[src/design/fbsia_pkg.sv]
`timescale 1ns / 1ps
package fbsia_pkg;

   localparam int NUM_BLOCKS  = 1024;
   localparam int BLK_W       = 10;
   localparam int CNT_W       = 11;
   localparam int BYTES_W     = 14;
   localparam int BLOCK_BYTES = 10;

   localparam logic [2:0] CMD_FORMAT = 3'd0;
   localparam logic [2:0] CMD_ALLOC  = 3'd1;
   localparam logic [2:0] CMD_CREATE = 3'd2;
   localparam logic [2:0] CMD_MARK   = 3'd3;
   localparam logic [2:0] CMD_DELETE = 3'd4;
   localparam logic [2:0] CMD_LIST   = 3'd5;
   localparam logic [2:0] CMD_STATE  = 3'd6;
   localparam logic [2:0] CMD_COUNT  = 3'd7;

   localparam logic [2:0] ST_OK        = 3'd0;
   localparam logic [2:0] ST_NO_BLOCK  = 3'd1;
   localparam logic [2:0] ST_TOO_LARGE = 3'd2;
   localparam logic [2:0] ST_NO_INODE  = 3'd3;
   localparam logic [2:0] ST_BAD_BLOCK = 3'd4;
   localparam logic [2:0] ST_BAD_INODE = 3'd5;

   localparam logic [1:0] KIND_FREE = 2'd0;
   localparam logic [1:0] KIND_BAD  = 2'd1;
   localparam logic [1:0] KIND_FILE = 2'd2;

   // where the pending response takes its fields from
   localparam logic [2:0] SRC_NONE   = 3'd0;
   localparam logic [2:0] SRC_FMT    = 3'd1;
   localparam logic [2:0] SRC_ALLOC  = 3'd2;
   localparam logic [2:0] SRC_CREATE = 3'd3;
   localparam logic [2:0] SRC_DEL    = 3'd4;
   localparam logic [2:0] SRC_KIND   = 3'd5;
   localparam logic [2:0] SRC_FILL   = 3'd6;

   typedef struct packed {
      logic       latch;
      logic       fmt_start;
      logic       sweep;
      logic       pop_rd;
      logic       pop_wr;
      logic       slot_set;
      logic       scan_start;
      logic       scan_next;
      logic       found;
      logic       k_step;
      logic       create_done;
      logic       mark;
      logic       row_load;
      logic       del_slot;
      logic       del_done;
      logic       list_emit;
      logic       res_load;
      logic [2:0] res_status;
      logic [2:0] res_src;
      logic       emit;
   } dp_ctl_type;

   typedef struct packed {
      logic [2:0] cmd;
      logic       fill_zero;
      logic       too_big;
      logic       bi_bad;
      logic       ii_bad;
      logic       sweep_done;
      logic       bytes_zero;
      logic       scan_end;
      logic       k_at_need;
      logic       k_at_end;
      logic       slot_valid;
      logic       list_none;
      logic       list_last;
      logic       out_free;
   } dp_sts_type;

endpackage

[src/design/fbsia_ctrl.sv]
`timescale 1ns / 1ps
module fbsia_ctrl (
   input  logic                  clock,
   input  logic                  reset,
   input  logic                  req_valid,
   output logic                  req_ready,
   input  fbsia_pkg::dp_sts_type sts,
   output fbsia_pkg::dp_ctl_type ctl
);
   import fbsia_pkg::*;

   localparam logic [3:0] S_CLEAR    = 4'd0;
   localparam logic [3:0] S_IDLE     = 4'd1;
   localparam logic [3:0] S_DISPATCH = 4'd2;
   localparam logic [3:0] S_FMT      = 4'd3;
   localparam logic [3:0] S_POPW     = 4'd4;
   localparam logic [3:0] S_SCAN     = 4'd5;
   localparam logic [3:0] S_CPOP     = 4'd6;
   localparam logic [3:0] S_CPOPW    = 4'd7;
   localparam logic [3:0] S_DCHK     = 4'd8;
   localparam logic [3:0] S_DSLOT    = 4'd9;
   localparam logic [3:0] S_LCHK     = 4'd10;
   localparam logic [3:0] S_LSCAN    = 4'd11;
   localparam logic [3:0] S_KIND     = 4'd12;
   localparam logic [3:0] S_EMIT     = 4'd13;

   logic [3:0] state_ff, state_in;

   assign req_ready = (state_ff == S_IDLE);

   always_comb begin
      ctl      = '0;
      state_in = state_ff;
      unique case (state_ff)
         S_CLEAR: begin
            ctl.sweep = 1'b1;
            if (sts.sweep_done) state_in = S_IDLE;
         end
         S_IDLE: begin
            if (req_valid) begin
               ctl.latch = 1'b1;
               state_in  = S_DISPATCH;
            end
         end
         S_DISPATCH: begin
            ctl.res_status = ST_OK;
            ctl.res_src    = SRC_NONE;
            state_in       = S_EMIT;
            unique case (sts.cmd)
               CMD_FORMAT: begin
                  ctl.fmt_start = 1'b1;
                  state_in      = S_FMT;
               end
               CMD_ALLOC: begin
                  if (sts.fill_zero) begin
                     ctl.res_load   = 1'b1;
                     ctl.res_status = ST_NO_BLOCK;
                  end else begin
                     ctl.pop_rd = 1'b1;
                     state_in   = S_POPW;
                  end
               end
               CMD_CREATE: begin
                  if (sts.too_big) begin
                     ctl.res_load   = 1'b1;
                     ctl.res_status = ST_TOO_LARGE;
                  end else begin
                     ctl.scan_start = 1'b1;
                     state_in       = S_SCAN;
                  end
               end
               CMD_MARK: begin
                  ctl.res_load = 1'b1;
                  if (sts.bi_bad) ctl.res_status = ST_BAD_BLOCK;
                  else ctl.mark = 1'b1;
               end
               CMD_DELETE, CMD_LIST: begin
                  if (sts.ii_bad) begin
                     ctl.res_load   = 1'b1;
                     ctl.res_status = ST_BAD_INODE;
                  end else begin
                     state_in = (sts.cmd == CMD_DELETE) ? S_DCHK : S_LCHK;
                  end
               end
               CMD_STATE: begin
                  if (sts.bi_bad) begin
                     ctl.res_load   = 1'b1;
                     ctl.res_status = ST_BAD_BLOCK;
                  end else begin
                     state_in = S_KIND;
                  end
               end
               default: begin
                  ctl.res_load = 1'b1;
                  ctl.res_src  = SRC_FILL;
               end
            endcase
         end
         S_FMT: begin
            ctl.sweep = 1'b1;
            if (sts.sweep_done) begin
               ctl.res_load = 1'b1;
               ctl.res_src  = SRC_FMT;
               state_in     = S_EMIT;
            end
         end
         S_POPW: begin
            ctl.pop_wr   = 1'b1;
            ctl.res_load = 1'b1;
            ctl.res_src  = SRC_ALLOC;
            state_in     = S_EMIT;
         end
         S_SCAN: begin
            priority if (sts.bytes_zero) begin
               ctl.found = 1'b1;
               state_in  = S_CPOP;
            end else if (sts.scan_end) begin
               ctl.res_load   = 1'b1;
               ctl.res_status = ST_NO_INODE;
               state_in       = S_EMIT;
            end else begin
               ctl.scan_next = 1'b1;
            end
         end
         S_CPOP: begin
            priority if (sts.k_at_need) begin
               ctl.create_done = 1'b1;
               ctl.res_load    = 1'b1;
               ctl.res_src     = SRC_CREATE;
               state_in        = S_EMIT;
            end else if (sts.fill_zero) begin
               ctl.k_step = 1'b1;
            end else begin
               ctl.pop_rd = 1'b1;
               state_in   = S_CPOPW;
            end
         end
         S_CPOPW: begin
            ctl.pop_wr   = 1'b1;
            ctl.slot_set = 1'b1;
            state_in     = S_CPOP;
         end
         S_DCHK: begin
            if (sts.bytes_zero) begin
               ctl.res_load   = 1'b1;
               ctl.res_status = ST_BAD_INODE;
               state_in       = S_EMIT;
            end else begin
               ctl.row_load = 1'b1;
               state_in     = S_DSLOT;
            end
         end
         S_DSLOT: begin
            if (sts.k_at_end) begin
               ctl.del_done = 1'b1;
               ctl.res_load = 1'b1;
               ctl.res_src  = SRC_DEL;
               state_in     = S_EMIT;
            end else begin
               ctl.del_slot = 1'b1;
            end
         end
         S_LCHK: begin
            priority if (sts.bytes_zero) begin
               ctl.res_load   = 1'b1;
               ctl.res_status = ST_BAD_INODE;
               state_in       = S_EMIT;
            end else if (sts.list_none) begin
               ctl.res_load = 1'b1;
               state_in     = S_EMIT;
            end else begin
               ctl.row_load = 1'b1;
               state_in     = S_LSCAN;
            end
         end
         S_LSCAN: begin
            priority if (!sts.slot_valid) begin
               ctl.k_step = 1'b1;
            end else if (sts.out_free) begin
               ctl.list_emit = 1'b1;
               if (sts.list_last) state_in = S_IDLE;
            end
         end
         S_KIND: begin
            ctl.res_load = 1'b1;
            ctl.res_src  = SRC_KIND;
            state_in     = S_EMIT;
         end
         S_EMIT: begin
            if (sts.out_free) begin
               ctl.emit = 1'b1;
               state_in = S_IDLE;
            end
         end
         default: state_in = S_IDLE;
      endcase
   end

   always_ff @(posedge clock) begin
      if (reset) state_ff <= S_CLEAR;
      else state_ff <= state_in;
   end

endmodule

[config.mk]
export PLATFORM = sky130hd
export DESIGN_NAME = fbsia_ctrl
export DESIGN_NICKNAME = d
export VERILOG_FILES = /design/src/design/fbsia_pkg.sv /design/src/design/fbsia_ctrl.sv
export SDC_FILE = /design/constraint.sdc
export NUM_CORES = 1
export LEC_CHECK = 0
export ABC_CLOCK_PERIOD_IN_PS = 3180
export BUFFER_PORTS_ARGS = -buffer_cell sky130_fd_sc_hd__buf_2
export CORE_MARGIN = 8
export CORE_UTILIZATION = 52
export CTS_BUF_LIST = sky130_fd_sc_hd__clkbuf_8
export CTS_CLUSTER_DIAMETER = 60
export DETAILED_ROUTE_END_ITERATION = 7
export HOLD_SLACK_MARGIN = 0.15
export PLACE_DENSITY = 0.95
export SKIP_CTS_REPAIR_TIMING = 1
export SLEW_MARGIN = 15
export SYNTH_ARGS = -nofsm -noshare
export SYNTH_HDL_FRONTEND = slang
export SYNTH_SLANG_ARGS = --single-unit
[constraint.sdc]
create_clock -name clock -period 3.18 [get_ports clock]
set_clock_uncertainty 0.2 [all_clocks]
set_input_delay 0.477 -clock clock [delete_from_list [all_inputs] [get_ports clock]]
set_output_delay 0.477 -clock clock [all_outputs]
set_load 0.01 [all_outputs]
==> impl_metrics.py, run 1 <==
metrics = {
    "logic_synthesis": {
        "syn_area_per_cell_sq_um": 6.38,
        "yosysWarningCount": 0,
        "yosysUniqueCellTypes": 49,
        "syn_area_sq_um": 937,
        "synth_enable_flop_cells": 0,
        "synth_flop_cell": "dfxtp_1",
        "synth-seq-area-share_pct": 8.54,
        "yosys.area.top_type": "dfxtp_1",
        "ys_seq_elements": 4,
        "synth.net_count": 166,
        "async_reset_ff_share_pct": 0,
        "synthCells": 147,
        "synth.top_cell.area_share_pct": 8.54,
        "yosys-top-cells-area": "dfxtp_1 8.5%, nand2_1 7.2%, nor2_1 7.2%",
    },
    "floorplan": {
        "initial_core_util_pct": 54.9,
        "die_y_um": 58.5,
        "core_area_sq_um": 1710,
        "fp.dieArea_sq_um": 3420,
        "die_w_um": 58.5,
        "num_rows": 15,
        "io_pins": 44,
    },
    "setup_path": {
        "cp-start-kind": "register",
        "critPathBufInv": 1,
        "worst_path_max_delay_cell": "dfxtp_1",
        "worst-setup-path-type": "register to output pin",
        "end_kind": "output pin",
        "worstPathArrival_ns": 2.08,
        "cp_cell_sequence": "nor2b_1 -> nand2_1 -> nor4b_1 -> buf_2",
        "critPathMaxStageDelay_ns": 0.75,
        "cp_max_fo": 23,
        "path_delay_family": "simple AND/OR/NAND/NOR gates",
        "worstPathRequired_ns": 2.50,
    },
    "grt": {
        "grtUsageTotal_pct": 18.2,
        "grt_max_degree": 26,
        "grt_pass1_vias": 1171,
        "grt_remaining_overflow": 0,
        "antenna_found_initial": 0,
        "grt_pass1_wl_mm": 5.21,
    },
    "detailed_routing": {
        "vias_per_cell": 6.21,
        "wl_mm": 3.11,
        "num_vias": 1291,
        "wl_per_cell_um": 14.9,
        "detail-route-antenna-nets": 0,
        "drc": 0,
        "drt_iter0_drc": 55,
        "dr.pass1.iters": 4,
    },
    "cells_and_area": {
        "diodes": 0,
        "multi_input_area_sq_um": 786,
        "final_area_sq_um": 1190,
        "top_regs": "state_ff (4)",
        "ff_latch_area_sq_um": 80.1,
        "mostFrequentLayoutCells": "43 x buf_2, 18 x nand2_1, 18 x nor2_1",
        "drive_gt1_share_pct": 29.5,
        "largest_reg_flops": 4,
        "fillers": 140,
        "final_nets": 204,
        "synthToLayoutAreaGrowth_pct": 26.7,
        "final_common_cell": "buf_2",
        "max_flop_register": "state_ff",
    },
    "timing": {
        "fin_crit_ns": 2.76,
        "maxSlewViolCount": 0,
        "tightest_slew_ns": 0.768,
        "fin_setup_tns_ns": 0,
        "timing.final.crit_share_pct": 86.8,
        "rsz0062_at_grt": "no",
        "setup_viol": 0,
        "max_freq_mhz": 362,
        "slew_headroom_pct": 48.7,
        "hold_viol": 0,
    },
    "power_and_ir_drop": {
        "intPower_mw": 0.397,
        "irDropWorstVdd_uv": 428,
        "pwr_density_cell_nw_per_um2": 698,
        "p_comb_share_pct": 66.9,
        "power.switching_mw": 0.431,
        "p_leak_nw": 0.553,
        "power_frac_clock_pct": 12.8,
        "seqPwrFrac_pct": 20.3,
        "netSwitchingFraction_pct": 52.0,
    },
    "placement": {
        "hpwl_mm": 2.48,
        "gp_congestion": 0.902,
        "portBuffers": 43,
        "place_area_sq_um": 1150,
    },
    "clocking": {
        "cts_tree": "yes",
        "clk_path_buf_depth": 2,
        "clk_pin_slew_ns": 0.03,
        "clk_latency_ns": 0.21,
        "cts_root_buffer": "clkbuf_8",
        "htreeDepth": 1,
        "clock-sinks": 4,
        "cts_made_buffers": 3,
    },
    "job": {
        "max_cap_violations": 0,
    },
    "run_status": {
        "status": "complete, no violations",
    },
    "worst_hold_path": {
        "hold_path_class": "primary input to register",
    },
}
-- per-layer routing --
| metal | part of all wire [%] | up-vias | routed length, um | global-route usage [%] |
|---|---|---|---|---|
| li1 | - | 626 | - | - |
| met1 | 40 | 594 | 1230 | 21.1 |
| met2 | 49 | 69 | 1510 | 30.2 |
| met3 | 11 | 2 | 350 | 5.87 |
| met4 | 0.55 | 0 | 17 | 6.64 |
| met5 | 0 | - | 0 | 0 |
-- Yosys cell counts, types with 2 or more instances --
master,n
o21ai_1,2
buf_2,3
nor3_1,7
clkbuf_1,8
and3_1,4
nand3_1,4
nand4bb_1,2
nor4_1,2
a2111oi_2,3
and2_1,3
o22ai_1,3
inv_1,5
a21oi_1,9
nor4b_1,2
nand2b_1,5
nor2_1,18
o211ai_1,2
nor2b_1,8
nand2_1,18
o32a_1,2
o21a_1,2
o221ai_1,2
dfxtp_1,4
o21ai_0,4
-- logic make-up (layout without fill, tap and decap cells) --
kind of cell	count (synthesis)	in the layout	share of synthesized area, %
AOI/OAI and AO/OA	42	42	34.4
xor gates and xnor gates	1	1	0.935
buffers and inverters	17	53	7.61
DFF	4	4	8.55
muxes	1	1	1.07
and+or+nand+nor	82	82	47.4
-- layout make-up --
cell class	count	share of cell area (%)
multi-input combinational	126	66.2
sequential	4	6.74
tap	25	2.63
timing repair buffer	45	19.4
clock buffer	3	3.48
inverter	5	1.58
-- power by group through the flow --
stage / sequential [mW] / clock [mW] / combinational (mW)
4_1_cts: 0.165 / 0.107 / 0.551
3_3_place_gp: 0.163 / 0 / 0.528
3_5_place_dp: 0.165 / 0 / 0.548
5_1_grt: 0.177 / 0.110 / 0.618
6_report: 0.168 / 0.106 / 0.555
2_1_floorplan: 0.0914 / 0 / 0.467
-- final timing paths --
| path | start | endpoint | slack [ns] | depth (start not counted) |
|---|---|---|---|---|
| max | state_ff[1]$_SDFFE_PP0P_ | ctl[12] | 0.42 | 4 |
| min | reset | state_ff[2]$_SDFFE_PP0P_ | 0.28 | 2 |
| max reg2reg | state_ff[2]$_SDFFE_PP0P_ | state_ff[3]$_SDFFE_PP0P_ | 0.82 | 6 |
| min reg2reg | state_ff[1]$_SDFFE_PP0P_ | state_ff[1]$_SDFFE_PP0P_ | 0.64 | 2 |
-- metrics by stage --
stage | hold slack, ns | total power [mW] | utilization [%] | setup WS, ns | std cells
final | 0.276 | 0.829 | 69.5 | 0.418 | 208
after global placement | 0.485 | 0.691 | 67.1 | 0.788 | 205
after floorplan | 0.346 | 0.559 | - | 0.801 | 147
after global routing | 0.284 | 0.905 | 69.5 | 0.270 | 208
after CTS | 0.270 | 0.822 | 69.5 | 0.443 | 208
after detailed placement | 0.491 | 0.713 | 67.1 | 0.682 | 205
(Power assumes the default switching activity.)
==> inputs of run 2 (changes only) <==
--- a/config.mk
+++ b/config.mk
@@ -8,7 +8,7 @@
 export ABC_CLOCK_PERIOD_IN_PS = 3180
 export BUFFER_PORTS_ARGS = -buffer_cell sky130_fd_sc_hd__buf_2
 export CORE_MARGIN = 8
-export CORE_UTILIZATION = 52
+export CORE_UTILIZATION = 50
 export CTS_BUF_LIST = sky130_fd_sc_hd__clkbuf_8
 export CTS_CLUSTER_DIAMETER = 60
 export DETAILED_ROUTE_END_ITERATION = 7
==> impl_metrics.py, run 2 (same netlist as run 1, synthesis figures left out) <==
metrics = {
    "setup_path": {
        "r2r_setup_slack_ns": 0.85,
        "cp-start-kind": "register",
        "cp_cell_sequence": "nor2b_1 -> nand2_1 -> nor4b_1 -> buf_2",
        "end_kind": "output pin",
        "cp_max_fo": 23,
        "worst-setup-path-type": "register to output pin",
        "worstPathArrival_ns": 2.10,
        "worst_path_max_delay_cell": "dfxtp_1",
        "critPathMaxStageDelay_ns": 0.75,
        "worstPathRequired_ns": 2.50,
    },
    "detailed_routing": {
        "dr.pass1.iters": 4,
        "detail-route-antenna-nets": 0,
        "drc": 0,
        "drt_iter0_drc": 42,
        "wl_mm": 3.14,
        "vias_per_cell": 6.08,
        "wl_per_cell_um": 15.2,
        "dr_wl_met2_mm": 1.40,
        "wl_met3_um": 385,
        "dr.max_layer_used": "met4",
        "m1WireLength_mm": 1.28,
        "num_vias": 1252,
    },
    "power_and_ir_drop": {
        "p_leak_nw": 0.543,
        "seqPwrFrac_pct": 22.7,
        "intPower_mw": 0.384,
        "power_frac_clock_pct": 13.1,
        "p_comb_share_pct": 64.2,
        "netSwitchingFraction_pct": 52.8,
        "power.switching_mw": 0.429,
        "irDropWorstVdd_uv": 539,
        "pwr_density_cell_nw_per_um2": 694,
    },
    "clocking": {
        "clk_latency_ns": 0.22,
        "clk_path_buf_depth": 2,
        "cts_made_buffers": 3,
        "clock-sinks": 4,
        "clk_pin_slew_ns": 0.03,
        "cts_root_buffer": "clkbuf_8",
        "cts_tree": "yes",
        "htreeDepth": 1,
    },
    "placement": {
        "place_ws_ns": 0.624,
        "portBuffers": 43,
        "hpwl_mm": 2.48,
        "gp_congestion": 0.858,
    },
    "floorplan": {
        "initial_core_util_pct": 53.7,
        "die_w_um": 59.3,
        "io_pins": 44,
        "core_area_sq_um": 1750,
        "die_y_um": 59.3,
        "num_rows": 15,
        "fp.dieArea_sq_um": 3520,
    },
    "cells_and_area": {
        "final_nets": 202,
        "fillers": 166,
        "mostFrequentLayoutCells": "43 x buf_2, 18 x nand2_1, 18 x nor2_1",
        "drive_gt1_share_pct": 28.7,
        "max_flop_register": "state_ff",
        "final_common_cell": "buf_2",
        "ff_latch_area_sq_um": 80.1,
        "largest_reg_flops": 4,
        "top_regs": "state_ff (4)",
        "multi_input_area_sq_um": 786,
        "synthToLayoutAreaGrowth_pct": 25.1,
        "diodes": 0,
    },
    "timing": {
        "maxSlewViolCount": 0,
        "max_freq_mhz": 360,
        "timing.final.crit_share_pct": 87.4,
        "slew_headroom_pct": 49.4,
        "setup_viol": 0,
        "worst_slack_ns": 0.399,
        "hold_viol": 0,
        "fin_crit_ns": 2.78,
        "rsz0062_at_grt": "no",
        "fin_setup_tns_ns": 0,
        "tightest_slew_ns": 0.758,
    },
    "worst_hold_path": {
        "hold_path_class": "primary input to register",
    },
    "grt": {
        "grtUsageTotal_pct": 17.1,
        "grt_max_degree": 26,
        "grt_pass1_vias": 1175,
        "grt_remaining_overflow": 0,
        "grt_pass1_wl_mm": 4.97,
        "antenna_found_initial": 0,
    },
    "job": {
        "max_cap_violations": 0,
    },
    "run_status": {
        "status": "complete, no violations",
    },
}
run 2: layout make-up:
class	count	area share, %
Inverter	5	1.60
Timing Repair Buffer	43	18.4
Clock buffer	3	3.52
Sequential cell	4	6.83
Multi-Input combinational cell	126	67.0
Tap cell	25	2.67
run 2: final timing paths:
kind / startpoint / to / depth (start not counted)
max: state_ff[1]$_SDFFE_PP0P_ / ctl[12] / 4
min: reset / state_ff[3]$_SDFFE_PP0P_ / 2
max reg2reg: state_ff[2]$_SDFFE_PP0P_ / state_ff[0]$_SDFFE_PP0P_ / 5
min reg2reg: state_ff[2]$_SDFFE_PP0P_ / state_ff[2]$_SDFFE_PP0P_ / 2
run 2: critical path, delay by kind of cell (launching register included):
kind	cells	cell delay (ns)
buffers and inverters	1	0.19
flip-flops	1	0.75
AND/OR/NAND/NOR	3	0.95
run 2: power by group through the flow:
stage          clock (mW)  sequential [mW]  combinational (mW)
2_1_floorplan           0           0.0914               0.467
3_3_place_gp            0            0.178               0.497
3_5_place_dp            0            0.183               0.513
4_1_cts             0.107            0.181               0.520
5_1_grt             0.112            0.196               0.571
6_report            0.107            0.184               0.522
run 2: layer usage:
metal / GRT usage [%] / vias to the layer above
li1: - / 613
met1: 21.1 / 555
met2: 25.4 / 75
met3: 6.72 / 9
met4: 7.17 / 0
met5: 0 / -
run 2: metrics by stage:
stage / cell area, sq um / power (mW) / hold slack [ns] / std cells / utilization, %
floorplan: 937 / 0.559 / 0.346 / 147 / -
global placement: 1130 / 0.675 / 0.484 / 203 / 64.8
detailed placement: 1130 / 0.696 / 0.487 / 203 / 64.8
CTS: 1170 / 0.808 / 0.269 / 206 / 67.2
global route: 1170 / 0.878 / 0.268 / 206 / 67.2
finish: 1170 / 0.813 / 0.270 / 206 / 67.2
==> inputs of run 3 (changes only) <==
--- a/config.mk
+++ b/config.mk
@@ -5,6 +5,7 @@
 export SDC_FILE = /design/constraint.sdc
 export NUM_CORES = 1
 export LEC_CHECK = 0
+export ABC_AREA = 1
 export ABC_CLOCK_PERIOD_IN_PS = 3180
 export BUFFER_PORTS_ARGS = -buffer_cell sky130_fd_sc_hd__buf_2
 export CORE_MARGIN = 8
==> impl_metrics.py, run 3 <==
metrics = {
    "timing": {
        "timing.hold.ws_ns": 0.265,
        "setup_viol": 0,
        "maxSlewViolCount": 0,
        "max_freq_mhz": 430,
        "tightest_slew_ns": 0.305,
        "fin_crit_ns": 2.33,
        "timing.final.crit_share_pct": 73.1,
        "hold_viol": 0,
        "rsz0062_at_grt": "no",
        "slew_headroom_pct": 79.6,
        "fin_setup_tns_ns": 0,
    },
    "grt": {
        "grt_pass1_wl_mm": 4.22,
        "antenna_found_initial": 0,
        "grt_max_degree": 11,
        "grt_remaining_overflow": 0,
        "grtUsageTotal_pct": 15.2,
        "grt_pass1_vias": 1039,
    },
    "cells_and_area": {
        "mostFrequentLayoutCells": "53 x nand2_1, 43 x buf_2, 28 x inv_1",
        "max_flop_register": "state_ff",
        "final_nets": 239,
        "synthToLayoutAreaGrowth_pct": 31.6,
        "top_regs": "state_ff (4)",
        "diodes": 0,
        "final_common_cell": "nand2_1",
        "largest_reg_flops": 4,
        "fillers": 162,
        "drive_gt1_share_pct": 29.4,
    },
    "logic_synthesis": {
        "syn_area_sq_um": 863,
        "yosys.area.top_type": "nand2_1",
        "synth_enable_flop_cells": 0,
        "syn_area_per_cell_sq_um": 4.99,
        "async_reset_ff_share_pct": 0,
        "synth-seq-area-share_pct": 9.28,
        "yosys-top-cells-area": "nand2_1 23%, inv_1 12%, nand3_1 10%",
        "yosysUniqueCellTypes": 20,
        "yosysWarningCount": 0,
        "ys_seq_elements": 4,
        "synthCells": 173,
        "synth.net_count": 192,
        "synth.top_cell.area_share_pct": 23.0,
        "synth_most_common_cell": "nand2_1",
        "synth_common_cells": "53 x nand2_1, 28 x inv_1, 21 x nor2_1",
        "synth_flop_cell": "dfxtp_1",
    },
    "detailed_routing": {
        "vias_per_cell": 5.28,
        "num_vias": 1240,
        "detail-route-antenna-nets": 0,
        "drt_iter0_drc": 54,
        "dr.pass1.iters": 4,
        "wl_per_cell_um": 11.5,
        "drc": 0,
        "wl_mm": 2.70,
    },
    "power_and_ir_drop": {
        "power_frac_clock_pct": 15.3,
        "irDropWorstVdd_uv": 516,
        "intPower_mw": 0.322,
        "power.switching_mw": 0.387,
        "pwr_density_cell_nw_per_um2": 624,
        "netSwitchingFraction_pct": 54.6,
        "p_leak_nw": 0.738,
        "p_comb_share_pct": 70.2,
        "seqPwrFrac_pct": 14.5,
    },
    "floorplan": {
        "die_w_um": 57.6,
        "initial_core_util_pct": 51.7,
        "die_y_um": 57.6,
        "num_rows": 15,
        "io_pins": 44,
        "fp.dieArea_sq_um": 3310,
        "core_area_sq_um": 1670,
    },
    "clocking": {
        "clock-sinks": 4,
        "cts_tree": "yes",
        "clk_latency_ns": 0.22,
        "cts_root_buffer": "clkbuf_8",
        "cts_made_buffers": 3,
        "clk_pin_slew_ns": 0.03,
        "htreeDepth": 1,
        "clk_path_buf_depth": 2,
    },
    "setup_path": {
        "cp_max_fo": 7,
        "cp_cell_sequence": "nor2_2 -> inv_1 -> nor2_4 -> nand2_1 -> a221oi_1 -> buf_2",
        "critPathBufInv": 2,
        "worstPathArrival_ns": 1.65,
        "critPathMaxStageDelay_ns": 0.38,
        "path_delay_family": "simple AND/OR/NAND/NOR gates",
        "worstPathRequired_ns": 2.50,
        "reg2reg_from": "state_ff[3]$_SDFFE_PP0P_",
        "end_kind": "output pin",
        "worst-setup-path-type": "register to output pin",
        "cp-start-kind": "register",
        "crit_start": "state_ff[2]$_SDFFE_PP0P_",
        "worst_path_max_delay_cell": "dfxtp_1",
        "r2r_setup_slack_ns": 1.51,
    },
    "worst_hold_path": {
        "hold_path_class": "primary input to register",
        "hold_start": "reset",
    },
    "placement": {
        "hpwl_mm": 2.29,
        "portBuffers": 43,
        "gp_congestion": 0.879,
    },
    "job": {
        "max_cap_violations": 0,
    },
    "run_status": {
        "status": "complete, no violations",
    },
}
## run 3: cell types whose count changed after synthesis, sizes merged, moves of 5 or more
cell,previous run,this run
inv,5,30
nand2b,5,0
nor3,8,2
nand2,18,59
nand4,1,6
nor2b,8,0
clkbuf,8,0
nor2,18,30
nand3,4,18
## run 3: final cells by class
type,count,area (sq um),share of cell area (%)
Multi-Input combinational cell,138,666,58.6
Timing Repair Buffer,43,215,18.9
Tap cell,17,21.3,1.87
Clock buffer,3,41.3,3.63
Sequential cell,4,80.1,7.05
Inverter,30,113,9.91
## run 3: cells by family after synthesis
family	Yosys count	synth area share, %
and+or+nand+nor	120	65.7
AOI/OAI and AO/OA	18	11.4
buffers and inverters	31	13.6
DFF	4	9.28
## run 3: power groups by stage
stage                     Sequential [mW]  Clock [mW]  Combinational, mW
after CTS                           0.102       0.109              0.495
after global placement              0.102           0              0.487
final                               0.103       0.109              0.498
after detailed placement            0.102           0              0.493
after floorplan                    0.0970           0              0.360
after global routing                0.105       0.114              0.553
## run 3: routing by layer
metal	vias up	track usage (%)	wire, um
met5	-	0	0
met1	540	18.5	1230
met2	53	25.2	1240
met4	0	2.14	18
met3	2	5.61	207
li1	645	-	-
## run 3: path summary, 6_finish.rpt
check / depth (start not counted) / endpoint
setup / recovery: 6 / ctl[20]
hold / removal: 2 / state_ff[2]$_SDFFE_PP0P_
setup reg to reg: 9 / state_ff[2]$_SDFFE_PP0P_
hold reg to reg: 2 / state_ff[1]$_SDFFE_PP0P_
## run 3: per-stage QoR
stage,util [%],instance area (sq um),cells,worst slack [ns],total power [mW]
finish,68.0,1140,235,0.855,0.709
global route,68.0,1140,235,0.723,0.771
CTS,68.0,1140,235,0.862,0.707
detailed placement,65.5,1090,232,1.07,0.595
global placement,65.5,1090,232,1.09,0.589
floorplan,-,863,173,1.23,0.457
